$ cat src/sv/mcr_pkg.sv
// Shared types and constants for the midpoint circle rasterizer.
// No dependencies; imported by every module of the block.
`timescale 1ns / 1ps

package mcr_pkg;

  // fixed field widths of the result item
  localparam int PIX_W        = 14;
  localparam int ADDR_W       = 24;
  localparam int FRAME_W      = 13;
  localparam int OUT_FIELDS_W = 2 * PIX_W + ADDR_W;
  localparam int OUT_DATA_W   = ((OUT_FIELDS_W + 7) / 8) * 8;
  localparam int OUT_USER_W   = 2;

  // tuser bit positions on the result channel
  localparam int USER_IN_FRAME = 0;
  localparam int USER_FINISHED = 1;

  // configuration port
  localparam int CFG_DATA_W = 32;
  localparam int CFG_ADDR_W = 3;

  localparam logic [FRAME_W-1:0] FRAME_WIDTH_RST  = FRAME_W'(640);
  localparam logic [FRAME_W-1:0] FRAME_HEIGHT_RST = FRAME_W'(480);

  typedef enum logic {
    REG_FRAME_WIDTH  = 1'b0,
    REG_FRAME_HEIGHT = 1'b1
  } reg_idx_t;

  // input command codes (in_tuser)
  typedef enum logic {
    FUNC_START = 1'b0,
    FUNC_STEP  = 1'b1
  } func_t;

  // job queue between front and back
  localparam int QUEUE_DEPTH = 2;
  localparam int QUEUE_AW    = 1;

  localparam logic [2:0] START_LAST_IDX = 3'd3;
  localparam logic [2:0] STEP_LAST_IDX  = 3'd7;

endpackage

$ cat src/sv/mcr_fifo.sv
// Small job queue between the command front end and the point generator.
// Depends on mcr_pkg for the queue depth.
`timescale 1ns / 1ps

module mcr_fifo
  import mcr_pkg::*;
#(
  parameter int DATA_W = 8
) (
  input  logic              clk,
  input  logic              rst_n,
  input  logic              push,
  input  logic [DATA_W-1:0] push_data,
  output logic              full,
  input  logic              pop,
  output logic              not_empty,
  output logic [DATA_W-1:0] head_data
);

  logic [DATA_W-1:0]   mem_r [QUEUE_DEPTH];
  logic [QUEUE_AW-1:0] wr_ptr_r, wr_ptr_nxt;
  logic [QUEUE_AW-1:0] rd_ptr_r, rd_ptr_nxt;
  logic [QUEUE_AW:0]   count_r, count_nxt;
  logic                do_push, do_pop;

  assign full      = (count_r == (QUEUE_AW + 1)'(QUEUE_DEPTH));
  assign not_empty = (count_r != '0);
  assign head_data = mem_r[rd_ptr_r];
  assign do_push   = push && !full;
  assign do_pop    = pop && not_empty;

  always_comb begin
    wr_ptr_nxt = do_push ? wr_ptr_r + 1'b1 : wr_ptr_r;
    rd_ptr_nxt = do_pop  ? rd_ptr_r + 1'b1 : rd_ptr_r;
    count_nxt  = count_r;
    if (do_push && !do_pop) begin
      count_nxt = count_r + 1'b1;
    end else if (do_pop && !do_push) begin
      count_nxt = count_r - 1'b1;
    end
  end

  always_ff @(posedge clk) begin
    if (!rst_n) begin
      wr_ptr_r <= '0;
      rd_ptr_r <= '0;
      count_r  <= '0;
    end else begin
      wr_ptr_r <= wr_ptr_nxt;
      rd_ptr_r <= rd_ptr_nxt;
      count_r  <= count_nxt;
    end
  end

  always_ff @(posedge clk) begin
    if (do_push) begin
      mem_r[wr_ptr_r] <= push_data;
    end
  end

endmodule

$ cat src/sv/mcr_front.sv
// Command front end: accepts items, keeps the circle state and runs one
// midpoint iteration per step, queuing a job for the point generator. Uses mcr_pkg.
`timescale 1ns / 1ps

module mcr_front
  import mcr_pkg::*;
#(
  parameter int COORD_BITS  = 12,
  parameter int RADIUS_BITS = 8,
  parameter int IN_DATA_W   = 32,
  parameter int JOB_W       = 2 * COORD_BITS + 2 * RADIUS_BITS + 2
) (
  input  logic                 clk,
  input  logic                 rst_n,
  input  logic                 in_tvalid,
  output logic                 in_tready,
  input  logic [IN_DATA_W-1:0] in_tdata,
  input  logic                 in_tuser,
  output logic                 job_push,
  output logic [JOB_W-1:0]     job_data,
  input  logic                 job_full
);

  localparam int EW = RADIUS_BITS + 2;

  logic [COORD_BITS-1:0]  cx_r, cx_nxt, cy_r, cy_nxt;
  logic [RADIUS_BITS-1:0] x_r, x_nxt, y_r, y_nxt;
  logic signed [EW-1:0]   err_r, err_nxt;
  logic                   busy_r, busy_nxt;

  logic [COORD_BITS-1:0]  cx_in, cy_in;
  logic [RADIUS_BITS-1:0] r_in;
  logic                   accept, is_start, step_ok, fin;
  logic signed [EW-1:0]   e1, e2;

  assign cx_in = in_tdata[COORD_BITS-1:0];
  assign cy_in = in_tdata[2*COORD_BITS-1:COORD_BITS];
  assign r_in  = in_tdata[2*COORD_BITS+RADIUS_BITS-1:2*COORD_BITS];

  assign in_tready = !job_full;
  assign accept    = in_tvalid && in_tready;
  assign is_start  = (func_t'(in_tuser) == FUNC_START);
  assign step_ok   = busy_r && (y_r < x_r);

  // error update: subtract 2y+1, on a negative result add 2x-1 and pull x in
  assign e1 = err_r - $signed({1'b0, y_r, 1'b1});
  assign e2 = e1 + $signed({1'b0, x_r, 1'b0}) - $signed(EW'(1));

  always_comb begin
    cx_nxt   = cx_r;
    cy_nxt   = cy_r;
    x_nxt    = x_r;
    y_nxt    = y_r;
    err_nxt  = err_r;
    busy_nxt = busy_r;
    job_push = 1'b0;
    if (accept) begin
      if (is_start) begin
        cx_nxt   = cx_in;
        cy_nxt   = cy_in;
        x_nxt    = r_in;
        y_nxt    = '0;
        err_nxt  = $signed({2'b00, r_in});
        busy_nxt = (r_in != '0);
        job_push = 1'b1;
      end else if (step_ok) begin
        y_nxt = y_r + 1'b1;
        if (e1[EW-1]) begin
          err_nxt = e2;
          x_nxt   = x_r - 1'b1;
        end else begin
          err_nxt = e1;
        end
        busy_nxt = (y_nxt < x_nxt);
        job_push = 1'b1;
      end
    end
  end

  assign fin      = !busy_nxt;
  assign job_data = {fin, is_start, y_nxt, x_nxt, cy_nxt, cx_nxt};

  always_ff @(posedge clk) begin
    if (!rst_n) begin
      cx_r   <= '0;
      cy_r   <= '0;
      x_r    <= '0;
      y_r    <= '0;
      err_r  <= '0;
      busy_r <= 1'b0;
    end else begin
      cx_r   <= cx_nxt;
      cy_r   <= cy_nxt;
      x_r    <= x_nxt;
      y_r    <= y_nxt;
      err_r  <= err_nxt;
      busy_r <= busy_nxt;
    end
  end

endmodule

$ cat src/sv/mcr_back.sv
// Point generator: walks a queued job's 4 or 8 symmetric points, then
// clips and computes the frame-buffer address in a two-stage pipeline. Uses mcr_pkg.
`timescale 1ns / 1ps

module mcr_back
  import mcr_pkg::*;
#(
  parameter int COORD_BITS  = 12,
  parameter int RADIUS_BITS = 8,
  parameter int JOB_W       = 2 * COORD_BITS + 2 * RADIUS_BITS + 2
) (
  input  logic                  clk,
  input  logic                  rst_n,
  input  logic                  job_valid,
  input  logic [JOB_W-1:0]      job_data,
  output logic                  job_pop,
  input  logic [FRAME_W-1:0]    frame_width,
  input  logic [FRAME_W-1:0]    frame_height,
  output logic                  out_tvalid,
  input  logic                  out_tready,
  output logic [OUT_DATA_W-1:0] out_tdata,
  output logic                  out_tlast,
  output logic [OUT_USER_W-1:0] out_tuser
);

  localparam int W  = ((COORD_BITS > RADIUS_BITS) ? COORD_BITS : RADIUS_BITS) + 2;
  localparam int CW = W + FRAME_W;
  localparam int MW = 2 * FRAME_W;

  logic [COORD_BITS-1:0]  j_cx, j_cy;
  logic [RADIUS_BITS-1:0] j_x, j_y;
  logic                   j_start, j_fin;

  logic signed [W-1:0] cxs, cys, xs, ys, px, py;
  logic [2:0]          idx_r, idx_nxt;
  logic                pt_last, issue, s1_en, out_en;

  logic                s1_v_r, s1_v_nxt;
  logic signed [W-1:0] s1_px_r, s1_py_r;
  logic                s1_last_r, s1_fin_r;

  logic                out_v_r, out_v_nxt;
  logic [PIX_W-1:0]    out_px_r, out_py_r;
  logic [ADDR_W-1:0]   out_addr_r;
  logic                out_in_r, out_last_r, out_fin_r;

  logic                pt_in_frame;
  logic [MW-1:0]       prod;
  logic [ADDR_W-1:0]   addr;

  assign {j_fin, j_start, j_y, j_x, j_cy, j_cx} = job_data;

  assign cxs = $signed({{(W-COORD_BITS){1'b0}}, j_cx});
  assign cys = $signed({{(W-COORD_BITS){1'b0}}, j_cy});
  assign xs  = $signed({{(W-RADIUS_BITS){1'b0}}, j_x});
  assign ys  = $signed({{(W-RADIUS_BITS){1'b0}}, j_y});

  // point order; a start job carries x = radius and y = 0
  always_comb begin
    px = cxs;
    py = cys;
    if (j_start) begin
      case (idx_r[1:0])
        2'd0:    begin px = cxs;      py = cys + xs; end
        2'd1:    begin px = cxs;      py = cys - xs; end
        2'd2:    begin px = cxs + xs; py = cys;      end
        2'd3:    begin px = cxs - xs; py = cys;      end
        default: begin px = cxs;      py = cys;      end
      endcase
    end else begin
      case (idx_r)
        3'd0:    begin px = cxs + xs; py = cys + ys; end
        3'd1:    begin px = cxs - xs; py = cys + ys; end
        3'd2:    begin px = cxs - xs; py = cys - ys; end
        3'd3:    begin px = cxs + xs; py = cys - ys; end
        3'd4:    begin px = cxs + ys; py = cys + xs; end
        3'd5:    begin px = cxs - ys; py = cys + xs; end
        3'd6:    begin px = cxs - ys; py = cys - xs; end
        3'd7:    begin px = cxs + ys; py = cys - xs; end
        default: begin px = cxs;      py = cys;      end
      endcase
    end
  end

  assign out_en  = !out_v_r || out_tready;
  assign s1_en   = !s1_v_r || out_en;
  assign issue   = job_valid && s1_en;
  assign pt_last = j_start ? (idx_r == START_LAST_IDX) : (idx_r == STEP_LAST_IDX);
  assign job_pop = issue && pt_last;

  always_comb begin
    idx_nxt = idx_r;
    if (issue) begin
      idx_nxt = pt_last ? 3'd0 : idx_r + 3'd1;
    end
  end

  always_comb begin
    s1_v_nxt = s1_v_r;
    if (s1_en) begin
      s1_v_nxt = issue;
    end
    out_v_nxt = out_v_r;
    if (out_en) begin
      out_v_nxt = s1_v_r;
    end
  end

  // clip and address from the stage-1 point
  assign pt_in_frame = !s1_px_r[W-1] && !s1_py_r[W-1] &&
                       (CW'($unsigned(s1_px_r)) < CW'(frame_width)) &&
                       (CW'($unsigned(s1_py_r)) < CW'(frame_height));
  assign prod = MW'(FRAME_W'($unsigned(s1_py_r))) * MW'(frame_width)
              + MW'(FRAME_W'($unsigned(s1_px_r)));
  assign addr = pt_in_frame ? prod[ADDR_W-1:0] : '0;

  always_ff @(posedge clk) begin
    if (!rst_n) begin
      idx_r   <= '0;
      s1_v_r  <= 1'b0;
      out_v_r <= 1'b0;
    end else begin
      idx_r   <= idx_nxt;
      s1_v_r  <= s1_v_nxt;
      out_v_r <= out_v_nxt;
    end
  end

  always_ff @(posedge clk) begin
    if (issue) begin
      s1_px_r   <= px;
      s1_py_r   <= py;
      s1_last_r <= pt_last;
      s1_fin_r  <= j_fin;
    end
    if (out_en && s1_v_r) begin
      out_px_r   <= PIX_W'(s1_px_r);
      out_py_r   <= PIX_W'(s1_py_r);
      out_addr_r <= addr;
      out_in_r   <= pt_in_frame;
      out_last_r <= s1_last_r;
      out_fin_r  <= s1_fin_r;
    end
  end

  assign out_tvalid = out_v_r;
  assign out_tlast  = out_last_r;
  assign out_tdata  = {{(OUT_DATA_W-OUT_FIELDS_W){1'b0}}, out_addr_r, out_py_r, out_px_r};
  always_comb begin
    out_tuser                = '0;
    out_tuser[USER_IN_FRAME] = out_in_r;
    out_tuser[USER_FINISHED] = out_fin_r;
  end

endmodule

$ cat src/sv/midpoint_circle_rasterizer.sv
// Midpoint circle rasterizer top level: frame-size registers, command front end,
// job queue and point generator. Depends on mcr_pkg, mcr_front, mcr_fifo, mcr_back.
// The first point of an item passes the queue entry, the point stage and the output
// register before it is offered. Throughput: one point per cycle through the single
// result port unless out_tready stalls it; a start item yields 4 points and a step
// item 8; a step on an idle circle yields no item.
// Reset: synchronous active-low; circle state cleared, frame size 640 x 480.
`timescale 1ns / 1ps

module midpoint_circle_rasterizer
  import mcr_pkg::*;
#(
  parameter int COORD_BITS  = 12,
  parameter int RADIUS_BITS = 8
) (
  input  logic                                              clk,
  input  logic                                              rst_n,
  // in_tdata: center_x, center_y, radius (lowest first), zero padded to bytes
  input  logic                                              in_tvalid,
  output logic                                              in_tready,
  input  logic [((2*COORD_BITS+RADIUS_BITS+7)/8)*8-1:0]     in_tdata,
  // in_tuser: func
  input  logic                                              in_tuser,
  // out_tdata: pixel_x, pixel_y, pixel_address (lowest first), zero padded
  output logic                                              out_tvalid,
  input  logic                                              out_tready,
  output logic [OUT_DATA_W-1:0]                             out_tdata,
  output logic                                              out_tlast,
  // out_tuser: in_frame, finished (lowest first)
  output logic [OUT_USER_W-1:0]                             out_tuser,
  input  logic                                              cfg_psel,
  input  logic                                              cfg_penable,
  input  logic                                              cfg_pwrite,
  input  logic [CFG_ADDR_W-1:0]                             cfg_paddr,
  input  logic [CFG_DATA_W-1:0]                             cfg_pwdata,
  output logic [CFG_DATA_W-1:0]                             cfg_prdata,
  output logic                                              cfg_pready
);

  localparam int IN_DATA_W = ((2 * COORD_BITS + RADIUS_BITS + 7) / 8) * 8;
  localparam int JOB_W     = 2 * COORD_BITS + 2 * RADIUS_BITS + 2;

  logic [FRAME_W-1:0] frame_width_r, frame_width_nxt;
  logic [FRAME_W-1:0] frame_height_r, frame_height_nxt;
  logic               cfg_wr;
  reg_idx_t           cfg_idx;

  logic               job_push, job_full, job_pop, job_valid;
  logic [JOB_W-1:0]   job_in, job_head;

  assign cfg_pready = 1'b1;
  assign cfg_wr     = cfg_psel && cfg_penable && cfg_pwrite && cfg_pready;
  assign cfg_idx    = reg_idx_t'(cfg_paddr[2]);

  always_comb begin
    frame_width_nxt  = frame_width_r;
    frame_height_nxt = frame_height_r;
    if (cfg_wr) begin
      case (cfg_idx)
        REG_FRAME_WIDTH:  frame_width_nxt  = cfg_pwdata[FRAME_W-1:0];
        REG_FRAME_HEIGHT: frame_height_nxt = cfg_pwdata[FRAME_W-1:0];
        default:          frame_width_nxt  = frame_width_r;
      endcase
    end
  end

  always_comb begin
    case (cfg_idx)
      REG_FRAME_WIDTH:  cfg_prdata = CFG_DATA_W'(frame_width_r);
      REG_FRAME_HEIGHT: cfg_prdata = CFG_DATA_W'(frame_height_r);
      default:          cfg_prdata = '0;
    endcase
  end

  always_ff @(posedge clk) begin
    if (!rst_n) begin
      frame_width_r  <= FRAME_WIDTH_RST;
      frame_height_r <= FRAME_HEIGHT_RST;
    end else begin
      frame_width_r  <= frame_width_nxt;
      frame_height_r <= frame_height_nxt;
    end
  end

  mcr_front #(
    .COORD_BITS  (COORD_BITS),
    .RADIUS_BITS (RADIUS_BITS),
    .IN_DATA_W   (IN_DATA_W),
    .JOB_W       (JOB_W)
  ) u_front (
    .clk       (clk),
    .rst_n     (rst_n),
    .in_tvalid (in_tvalid),
    .in_tready (in_tready),
    .in_tdata  (in_tdata),
    .in_tuser  (in_tuser),
    .job_push  (job_push),
    .job_data  (job_in),
    .job_full  (job_full)
  );

  mcr_fifo #(
    .DATA_W (JOB_W)
  ) u_queue (
    .clk       (clk),
    .rst_n     (rst_n),
    .push      (job_push),
    .push_data (job_in),
    .full      (job_full),
    .pop       (job_pop),
    .not_empty (job_valid),
    .head_data (job_head)
  );

  mcr_back #(
    .COORD_BITS  (COORD_BITS),
    .RADIUS_BITS (RADIUS_BITS),
    .JOB_W       (JOB_W)
  ) u_back (
    .clk          (clk),
    .rst_n        (rst_n),
    .job_valid    (job_valid),
    .job_data     (job_head),
    .job_pop      (job_pop),
    .frame_width  (frame_width_r),
    .frame_height (frame_height_r),
    .out_tvalid   (out_tvalid),
    .out_tready   (out_tready),
    .out_tdata    (out_tdata),
    .out_tlast    (out_tlast),
    .out_tuser    (out_tuser)
  );

endmodule

$ cat config.mk
export PLATFORM = sky130hd
export DESIGN_NAME = midpoint_circle_rasterizer
export DESIGN_NICKNAME = d
export VERILOG_FILES = /design/src/sv/mcr_pkg.sv /design/src/sv/mcr_fifo.sv /design/src/sv/mcr_front.sv /design/src/sv/mcr_back.sv /design/src/sv/midpoint_circle_rasterizer.sv
export SDC_FILE = /design/constraint.sdc
export NUM_CORES = 1
export LEC_CHECK = 0
export ABC_AREA = 1
export BUFFER_PORTS_ARGS = -buffer_cell sky130_fd_sc_hd__clkbuf_2
export CAP_MARGIN = 30
export CORE_MARGIN = 2
export CORE_UTILIZATION = 60
export CTS_CLUSTER_SIZE = 12
export DETAILED_ROUTE_END_ITERATION = 8
export PLACE_DENSITY = 0.8
export REMOVE_ABC_BUFFERS = 1
export SLEW_MARGIN = 20
export SYNTH_ARGS = -nofsm -noshare
export SYNTH_HDL_FRONTEND = slang
export SYNTH_SLANG_ARGS = --single-unit
$ cat constraint.sdc
create_clock -name clk -period 7.05 [get_ports clk]
set_clock_uncertainty 0.15 [all_clocks]
set_input_delay 0.3525 -clock clk [delete_from_list [all_inputs] [get_ports clk]]
set_output_delay 0.3525 -clock clk [all_outputs]
set_load 0.02 [all_outputs]
; ---- After elaboration in Yosys (flattened, before gate mapping)
; Memories as Yosys holds them, arrays and structs flattened. A register that Yosys moved wholly into a read port is not among the register bits.
; Index checks and enable logic that the tools add are counted.
[op_classes]
muxes = 38
eq_ne = 12
n_mul = 1
n_reduce_logical = 42
addsub = 19
n_lt_le_gt_ge = 4
n_bitwise = 2
[ops]
columns = op, count
row1 = 14-bit one-hot mux with 4 select lines, 2
row2 = 14-bit one-hot mux with 3 select lines, 2
row3 = 8-bit two-way mux, 10
row4 = 32-bit one-hot mux with 2 select lines, 1
row5 = 12-bit by 8-bit adder with 13-bit output, 4
row6 = 12-bit by 8-bit subtractor with 13-bit output, 4
row7 = 12-bit two-way mux, 4
row8 = 10-bit two-way mux, 3
row9 = 14-bit by 13-bit less-than comparator with 1-bit output, 2
row10 = 14-bit two-way mux, 2
row11 = 24-bit by 13-bit adder with 24-bit output, 1
row12 = 13-bit by 13-bit multiplier with 24-bit output, 1
row13 = 2-bit OR reduction, 10
row14 = 8-bit less-than comparator, 2
row15 = 1-bit logical AND, 14
row16 = "3-bit equality test, second input constant", 4
row17 = 1-bit two-way mux, 11
row18 = 10-bit adder, 1
row19 = 10-bit subtractor, 1
row20 = "10-bit by 2-bit subtractor with 10-bit output, second input constant", 1
row21 = "8-bit by 1-bit adder with 8-bit output, second input constant", 1
row22 = 1-bit logical NOT, 8
row23 = 8-bit nonzero test, 1
row24 = "8-bit by 1-bit subtractor with 8-bit output, second input constant", 1
row25 = other kinds (17), 27
[totals]
elab_cells = 143
n_memories = 1
input_bits = 75
register_bits = 171
ram_bits = 84
[memory_table]
columns = name, depth, width, rd, rd_ports_with_merged_regs, write_ports, line
row1 = u_queue.mem_r, 2, 42, 1, 1, 1, mcr_fifo.sv:20  ; logic [DATA_W-1:0] mem_r [QUEUE_DEPTH];

; ---- Longest topological paths before layout
; Gate-level depths: netlist of run 1.
[logic_depth]
ltp_word = 10
mapped_depth = 27

; ---- Hierarchy
; A second synthesis of run 1 with hierarchy kept.
[unflattened]
cells_unflattened = 3204
hier_area_um2 = 24568.6
[modules_own_cells]
columns = module, instances, area_each_um2, cells_per_inst
row1 = mcr_back, 1, 15482.3, 2202
row2 = mcr_front, 1, 4160.2, 616
row3 = mcr_fifo, 1, 3482.1, 168
row4 = midpoint_circle_rasterizer, 1, 1443.9, 218

; ---- Worst setup path before layout of run 1
; Ideal clock, no wire load.
[synth_path]
kind = register to register
start = register u_back.s1_py_r[7]
end = register u_back.out_addr_r[19], data pin
setup_ns = 0.253
stages_incl_launch_ff = 28
period_less_slack_ns = 5.888
n_path_buf = 1
slack_ns = 1.162
arrival_ns = 5.485
t_required_ns = 6.647
cell_sequence = edfxtp_1 -> clkbuf_1 -> nand2_1 -> inv_1 -> fa_1 -> inv_1 -> fa_1 -> inv_1 -> fa_1 -> inv_1 -> fa_1 -> inv_1 -> fa_1 -> inv_1 -> fa_1 -> inv_1 -> ha_1 -> nand2_1 -> nor3_1 -> a21oi_1 -> o21ai_0 -> nand3_1 -> o211ai_1 -> nand2_1 -> o211ai_1 -> nand2_1 -> nand2_1 -> nor2_1
[synth_via]
elab_chain_len = 2
word_cells_on_any_way = 4
[synth_rtl]
columns = element, line
row1 = "start, declared", mcr_back.sv:39  ; logic signed [W-1:0] s1_px_r, s1_py_r;
row2 = "start signal, assigned", mcr_back.sv:132  ; s1_py_r <= py;
row3 = 13-bit by 13-bit multiplier with 24-bit output or 14-bit by 13-bit less-than comparator with 1-bit output (tied branches), "mcr_back.sv:113, mcr_back.sv:112"
row4 = 24-bit by 13-bit adder with 24-bit output or 1-bit logical AND (tied branches), "mcr_back.sv:114, mcr_back.sv:111"
row5 = "end signal, assigned", mcr_back.sv:139  ; out_addr_r <= addr;
row6 = "end, declared", mcr_back.sv:44  ; logic [ADDR_W-1:0] out_addr_r;
; Several ways; a longest one is shown, not always the timed one.
; A chain may end at the register's enable or synchronous reset.

; ---- Worst setup path after layout of run 1
[layout_path]
start = register u_back.s1_py_r[6]
end = register u_back.out_addr_r[20], data pin
; Same word-level chain as after synthesis.

==> impl_metrics.env, run 1 <==
export IMPL_status="finished clean"
export IMPL_synthSimpleGateAreaFrac_pct=17.4
export IMPL_hold_path_class="in -> reg"
export IMPL_synth_cell_types=64
export IMPL_grt_total_usage_pct=31.1
export IMPL_clock_sinks=256
export IMPL_synth_area_mux_share_pct=0
export IMPL_placementRows=70
export IMPL_cp_startpoint="u_back.s1_py_r[6]"
export IMPL_synth_top_family_by_area="adder cells"
export IMPL_synth_adder_area_share_pct=24.6
export IMPL_h_tree_depth=1
export IMPL_routabilityCongestion=0.988
export IMPL_setup_violations=0
export IMPL_start_util_pct=60.8
export IMPL_synthXorXnorAreaFrac_pct=2.87
export IMPL_vias=19100
export IMPL_clock_latency_ps=570
export IMPL_dieArea_sq_um=38600
export IMPL_synth_edf_count=169
export IMPL_dp_hpwl_microns=45900
export IMPL_syn_inst=2747
export IMPL_num_io_pins=169
export IMPL_ys_seq_area_share_pct=30.6
export IMPL_internal_power_mw=5.85
export IMPL_power_frac_clock_pct=12.4
export IMPL_die_h_microns=197
export IMPL_drtIter0Drc=1570
export IMPL_max_slew_margin_pct=40.6
export IMPL_utilization_pct=67.2
export IMPL_worst_slew_pin_slew_ps=882
export IMPL_syn_avg_cell_area_sq_um=8.10
export IMPL_final_max_slew_viol_count=0
export IMPL_drt_pre_antenna_iters=6
export IMPL_cp_required_ps=7320
export IMPL_fill_cells=2975
export IMPL_p_sw_share_pct=51.8
export IMPL_port_buffers=123
export IMPL_fin_crit_sh_pct=91.9
export IMPL_yosys_area_top_type="edfxtp_1"
export IMPL_synth_area_leaders="edfxtp_1, fa_1, ha_1, nand2_1, inv_1"
export IMPL_grt_max_degree=73
export IMPL_antenna_left=0
export IMPL_synthTopCellsByCount="nand2_1, inv_1, ha_1"
export IMPL_crit_type="reg -> reg"
export IMPL_dieWidth_microns=197
export IMPL_synth_compound_area_share_pct=13.1
export IMPL_p_per_area_nw_per_um2=493
export IMPL_yosysMostFrequentCell="nand2_1"
export IMPL_startpoint_type="flip-flop"
export IMPL_remaining_drc_errors=0
export IMPL_grt_antenna_before_repair=1
export IMPL_final_nets=3314
export IMPL_combPwrFrac_pct=67.9
export IMPL_clk_path_buf_depth=3
export IMPL_cap_violations=0
export IMPL_post_route_min_period_ps=6480
export IMPL_reg2reg_from="u_back.s1_py_r[6]"
export IMPL_clkSlewWorstSetupHoldPaths_ps=70
export IMPL_drive_above_1_share_pct=9.56
export IMPL_max_freq_mhz=154
export IMPL_rsz0062_at_grt="no"
export IMPL_synth_async_sr_flop_share_pct=0
export IMPL_coreArea_sq_um=36600
export IMPL_grt_pass1_wl_microns=96000
export IMPL_power_net_switching_mw=6.28
export IMPL_yosys_register_bits=256
export IMPL_grt_pass1_vias=19100
export IMPL_overflow=0
export IMPL_areaGrowthSynthToFinish_pct=10.5
export IMPL_p_leak_nw=12.2
export IMPL_routedWlPerCell_microns=17.7
export IMPL_cts_tree="done"
export IMPL_synth_ff_type="edfxtp_1"
export IMPL_seqPwrFrac_pct=19.8
export IMPL_tns_ps=0
export IMPL_cp_max_fo=15
export IMPL_worstHoldStart="in_tdata[31]"
export IMPL_netlist_area_leader_share_pct=22.8
export IMPL_finalInstanceArea_sq_um=24600
export IMPL_cts_buffers_inserted=29
export IMPL_drt_wl_total_microns=59600
export IMPL_endpoint_kind="flip-flop"
export IMPL_syn_area_sq_um=22300
export IMPL_worst_ep_arrival_time_ps=6740
export IMPL_place_area_sq_um=23200
export IMPL_hold_viol=0
export IMPL_root_buffer="clkbuf_16"
export IMPL_vdd_drop_max_mv=0.385
export IMPL_vias_per_cell=5.65
export IMPL_yosys_warnings=0
per-stage QoR:
step,hold slack [ps],power (mW),setup WS (ps),std cells
detailed placement,261,10.4,634,3280
CTS,44.0,12.0,640,3372
floorplan,250,8.26,1240,2665
global placement,263,10.1,751,3280
global route,76.0,13.3,130,3375
finish,70.8,12.1,572,3376
timing repair:
item,in CTS,in global routing
hold endpoints to repair,53,0
hold buffers,39,0
gates resized for setup,0,0
setup buffers,0,0
flip-flops by register name (all words and copies together) (netlist names), 8 cells and up, named ones only:
| name | flops |
|---|---|
| u_front.y_r | 8 |
| u_back.s1_px_r | 14 |
| u_front.cy_r | 12 |
| u_back.out_px_r | 14 |
| u_front.x_r | 8 |
| u_back.out_addr_r | 24 |
| frame_height_r | 13 |
| u_back.out_py_r | 14 |
| frame_width_r | 13 |
| u_queue.mem_r | 84 |
| u_front.err_r | 10 |
| u_back.s1_py_r | 14 |
| u_front.cx_r | 12 |
placed cells by master (no fill, tap or decap), types with 8 or more instances in the layout:
| cell type | instances |
|---|---|
| nor3_1 | 10 |
| o21ai_1 | 16 |
| nor2_1 | 160 |
| nor2_4 | 9 |
| o21ai_0 | 155 |
| nand4_1 | 15 |
| xor2_1 | 60 |
| inv_2 | 13 |
| or2_1 | 8 |
| edfxtp_1 | 169 |
| dfxtp_1 | 87 |
| conb_1 | 24 |
| clkbuf_1 | 11 |
| o221ai_1 | 9 |
| or2_2 | 32 |
| nand2_1 | 562 |
| xnor2_1 | 11 |
| a211oi_1 | 29 |
| fa_1 | 139 |
| a21oi_1 | 210 |
| nor4_1 | 11 |
| nand3_1 | 92 |
| clkbuf_16 | 29 |
| o22ai_1 | 8 |
| dlygate4sd3_1 | 39 |
| clkbuf_2 | 123 |
| inv_1 | 508 |
| a31oi_1 | 9 |
| buf_4 | 25 |
| o211ai_1 | 22 |
| ha_1 | 215 |
power groups by stage:
stage                     clock (mW)  sequential (mW)  combinational [mW]
after floorplan                    0             2.42                5.84
after global placement             0             2.41                7.66
after detailed placement           0             2.42                7.97
after CTS                       1.52             2.39                8.06
after global routing            1.59             2.42                9.25
final                           1.50             2.40                8.23
critical path, cell delays in order, from the launching register on:
cell and delay (ps):
edfxtp_1 690, nand2_1 180, inv_1 70, fa_1 500, inv_1 50, fa_1 470, inv_1 50, fa_1 500
inv_1 50, fa_1 520, inv_1 50, fa_1 470, inv_1 50, fa_1 470, inv_1 40, ha_1 360
nand2_1 110, nor4_1 510, a21oi_1 230, o21ai_0 350, nand3_1 160, nand2_1 100, nand2_1 50, a21oi_1 150
worst paths after layout:
path | endpoint | slack [ps] | cells after the start
setup / recovery | u_back.out_addr_r[20] | 570 | 23
hold / removal | u_front.err_r[7] | 70 | 5
setup reg to reg | u_back.out_addr_r[20] | 570 | 23
hold reg to reg | u_back.out_fin_r | 280 | 0
logic make-up after synthesis:
family                     after synthesis
other                                    2
adders and majority gates              354
xor gates and xnor gates                72
AOI/OAI and AO/OA                      507
DFF                                    256
and+or+nand+nor                        922
buffers and inverters                  634
per-layer routing:
| metal | vias up | share of wire, % | GRT usage, % |
|---|---|---|---|
| met5 | - | 0 | 0 |
| met4 | 0 | 4.4 | 13.6 |
| met3 | 189 | 6.2 | 4.38 |
| met2 | 771 | 49 | 54.7 |
| met1 | 9016 | 40 | 38.2 |
| li1 | 9095 | - | - |
layout make-up:
class	count	area, sq um	area share (%)
multi-input combinational	1879	13000	53.0
sequential	256	6820	27.7
inverter	530	2000	8.13
timing repair buffer	189	1220	4.96
clock buffer	42	795	3.23
tap	468	586	2.38
clock inverter	11	138	0.560
antenna	1	2.50	0.0102
Note: power is estimated with default switching activity, not from simulation.
==> inputs of run 2 (changes only) <==
--- a/config.mk
+++ b/config.mk
@@ -8,7 +8,6 @@
 export ABC_AREA = 1
 export BUFFER_PORTS_ARGS = -buffer_cell sky130_fd_sc_hd__clkbuf_2
 export CAP_MARGIN = 30
-export CORE_MARGIN = 2
 export CORE_UTILIZATION = 60
 export CTS_CLUSTER_SIZE = 12
 export DETAILED_ROUTE_END_ITERATION = 8
==> run 2 against run 1 <==
Effect of this change: global-route usage increased by 0.31 points; clock power increased by 5%; first-iteration DRC count up 2.2%; cell count did not move; highest routed layer unchanged; largest cell class unchanged; combinational power decreased by 0.9%; setup slack got worse by 89 ps; fmax shrank 1.4%.
==> impl_metrics.env, run 2 (synthesis gave the netlist of run 1 again) <==
export IMPL_final_common_cell="nand2_1"
export IMPL_cts_setup_buffers=0
export IMPL_reg2reg_from="u_back.s1_py_r[5]"
export IMPL_dieArea_sq_um=37900
export IMPL_crit_type="reg -> reg"
export IMPL_p_leak_nw=12.2
export IMPL_worst_ep_arrival_time_ps=6750
export IMPL_h_tree_depth=1
export IMPL_crit_top_cell="inv_1"
export IMPL_status="finished clean"
export IMPL_drt_wl_total_microns=59600
export IMPL_cts_repair_resize_count=0
export IMPL_cap_violations=0
export IMPL_clock_latency_ps=580
export IMPL_antenna_diode_count=0
export IMPL_routabilityCongestion=0.998
export IMPL_overflow=0
export IMPL_root_buffer="clkbuf_16"
export IMPL_grt_met3_usage_pct=3.59
export IMPL_remaining_drc_errors=0
export IMPL_fin_ws_ps=483
export IMPL_finalInstanceArea_sq_um=24600
export IMPL_final_max_slew_viol_count=0
export IMPL_busiest_layer="met2"
export IMPL_cts_buffers_inserted=30
export IMPL_largest_reg_flops=84
export IMPL_max_freq_mhz=152
export IMPL_slowest_stage="edfxtp_1"
export IMPL_worst_slew_pin_slew_ps=895
export IMPL_post_route_min_period_ps=6570
export IMPL_fin_crit_sh_pct=93.2
export IMPL_dieWidth_microns=195
export IMPL_startpoint_type="flip-flop"
export IMPL_tns_ps=0
export IMPL_vdd_drop_max_mv=0.369
export IMPL_clkSlewWorstSetupHoldPaths_ps=60
export IMPL_vias=19000
export IMPL_power_mw=12.1
export IMPL_rsz0062_at_grt="no"
export IMPL_routedWlPerCell_microns=17.6
export IMPL_cp_required_ps=7230
export IMPL_vias_per_cell=5.64
export IMPL_largest_registers="u_queue.mem_r (84), u_back.out_addr_r (24)"
export IMPL_grt_total_usage_pct=31.4
export IMPL_layout_common_cells="nand2_1, inv_1, ha_1"
export IMPL_die_h_microns=195
export IMPL_fill_cells=2938
export IMPL_hold_viol=0
export IMPL_start_util_pct=60.9
export IMPL_final_nets=3313
export IMPL_clock_sinks=256
export IMPL_largest_register="u_queue.mem_r"
export IMPL_areaGrowthSynthToFinish_pct=10.6
export IMPL_grtUsageMet2_pct=55.1
export IMPL_dp_hpwl_microns=45900
export IMPL_drive_above_1_share_pct=9.66
export IMPL_cpPeakStageDelay_ps=690
export IMPL_antenna_left=0
export IMPL_num_io_pins=169
export IMPL_max_slew_margin_pct=39.7
export IMPL_use_met1_pct=39.4
export IMPL_p_per_area_nw_per_um2=493
export IMPL_cp_max_fo=15
export IMPL_grt_pass1_wl_microns=95200
export IMPL_hold_path_class="in -> reg"
export IMPL_cp_startpoint="u_back.s1_py_r[5]"
export IMPL_r2r_slack_ps=480
export IMPL_endpoint_kind="flip-flop"
export IMPL_setup_violations=0
export IMPL_drtIter0Drc=1604
export IMPL_grt_max_degree=73
export IMPL_coreArea_sq_um=36500
export IMPL_grt_pass1_vias=18900
export IMPL_clk_path_buf_depth=3
export IMPL_grt_antenna_before_repair=0
export IMPL_drt_pre_antenna_iters=6
export IMPL_place_ws_ps=626
export IMPL_place_area_sq_um=23200
export IMPL_placementRows=70
export IMPL_port_buffers=123
export IMPL_cts_tree="done"
export IMPL_worstHoldStart="in_tdata[29]"
run 2: changes by cell type in the layout (fill, tap and decap cells not counted), sizes merged:
| cell | previous run | this run |
|---|---|---|
| inv | 528 | 525 |
| buf | 27 | 26 |
| clkinvlp | 1 | 3 |
| clkbuf | 165 | 164 |
| diode | 1 | 0 |
| clkinv | 9 | 14 |
| dlygate4sd3 | 39 | 38 |
run 2: path summary, 6_finish.rpt:
path	to	cells past startpoint
setup / recovery	u_back.out_addr_r[19]	26
hold / removal	u_front.err_r[5]	5
setup reg to reg	u_back.out_addr_r[19]	26
hold reg to reg	u_back.out_tlast	0
run 2: per-layer routing:
layer / vias to the layer above / part of all wire (%)
met3: 151 / 5.8
met4: 0 / 4.0
met1: 9093 / 42
li1: 9086 / -
met2: 711 / 49
met5: - / 0
run 2: timing repair:
action / 4_1_cts / 5_1_grt
endpoints found under the hold margin: 52 / 0
hold buffers: 38 / 0
endpoints found under the setup margin: 0 / 0
run 2: report_power, final:
| group | total (mW) | switching (mW) | internal, mW |
|---|---|---|---|
| logic | 8.16 | 5.28 | 2.88 |
| clock network | 1.58 | 0.637 | 0.944 |
| registers | 2.39 | 0.319 | 2.07 |
| total | 12.1 | 6.24 | 5.89 |
run 2: stage by stage:
stage                     hold slack, ps  std cells  util [%]
after CTS                           4.76       3376      67.4
after floorplan                      250       2665         -
after global placement               261       3280      63.6
final                               58.1       3376      67.4
after global routing                78.4       3376      67.4
after detailed placement             258       3282      63.6
run 2: cell type report:
| type | count | area [sq um] | share of cell area (%) |
|---|---|---|---|
| Sequential cell | 256 | 6820 | 27.7 |
| Clock inverter | 15 | 161 | 0.655 |
| Clock buffer | 41 | 843 | 3.42 |
| Inverter | 530 | 2000 | 8.11 |
| Timing Repair Buffer | 187 | 1190 | 4.83 |
| Tap cell | 468 | 586 | 2.38 |
| Multi-Input combinational cell | 1879 | 13000 | 52.9 |
run 2: worst max-delay path, delay by kind of cell (launching register included):
| kind | cells | cell delay, ps |
|---|---|---|
| fa+ha+maj | 7 | 3300 |
| simple gates | 8 | 960 |
| compound gates | 4 | 850 |
| flops | 1 | 690 |
| buf+inv | 7 | 360 |
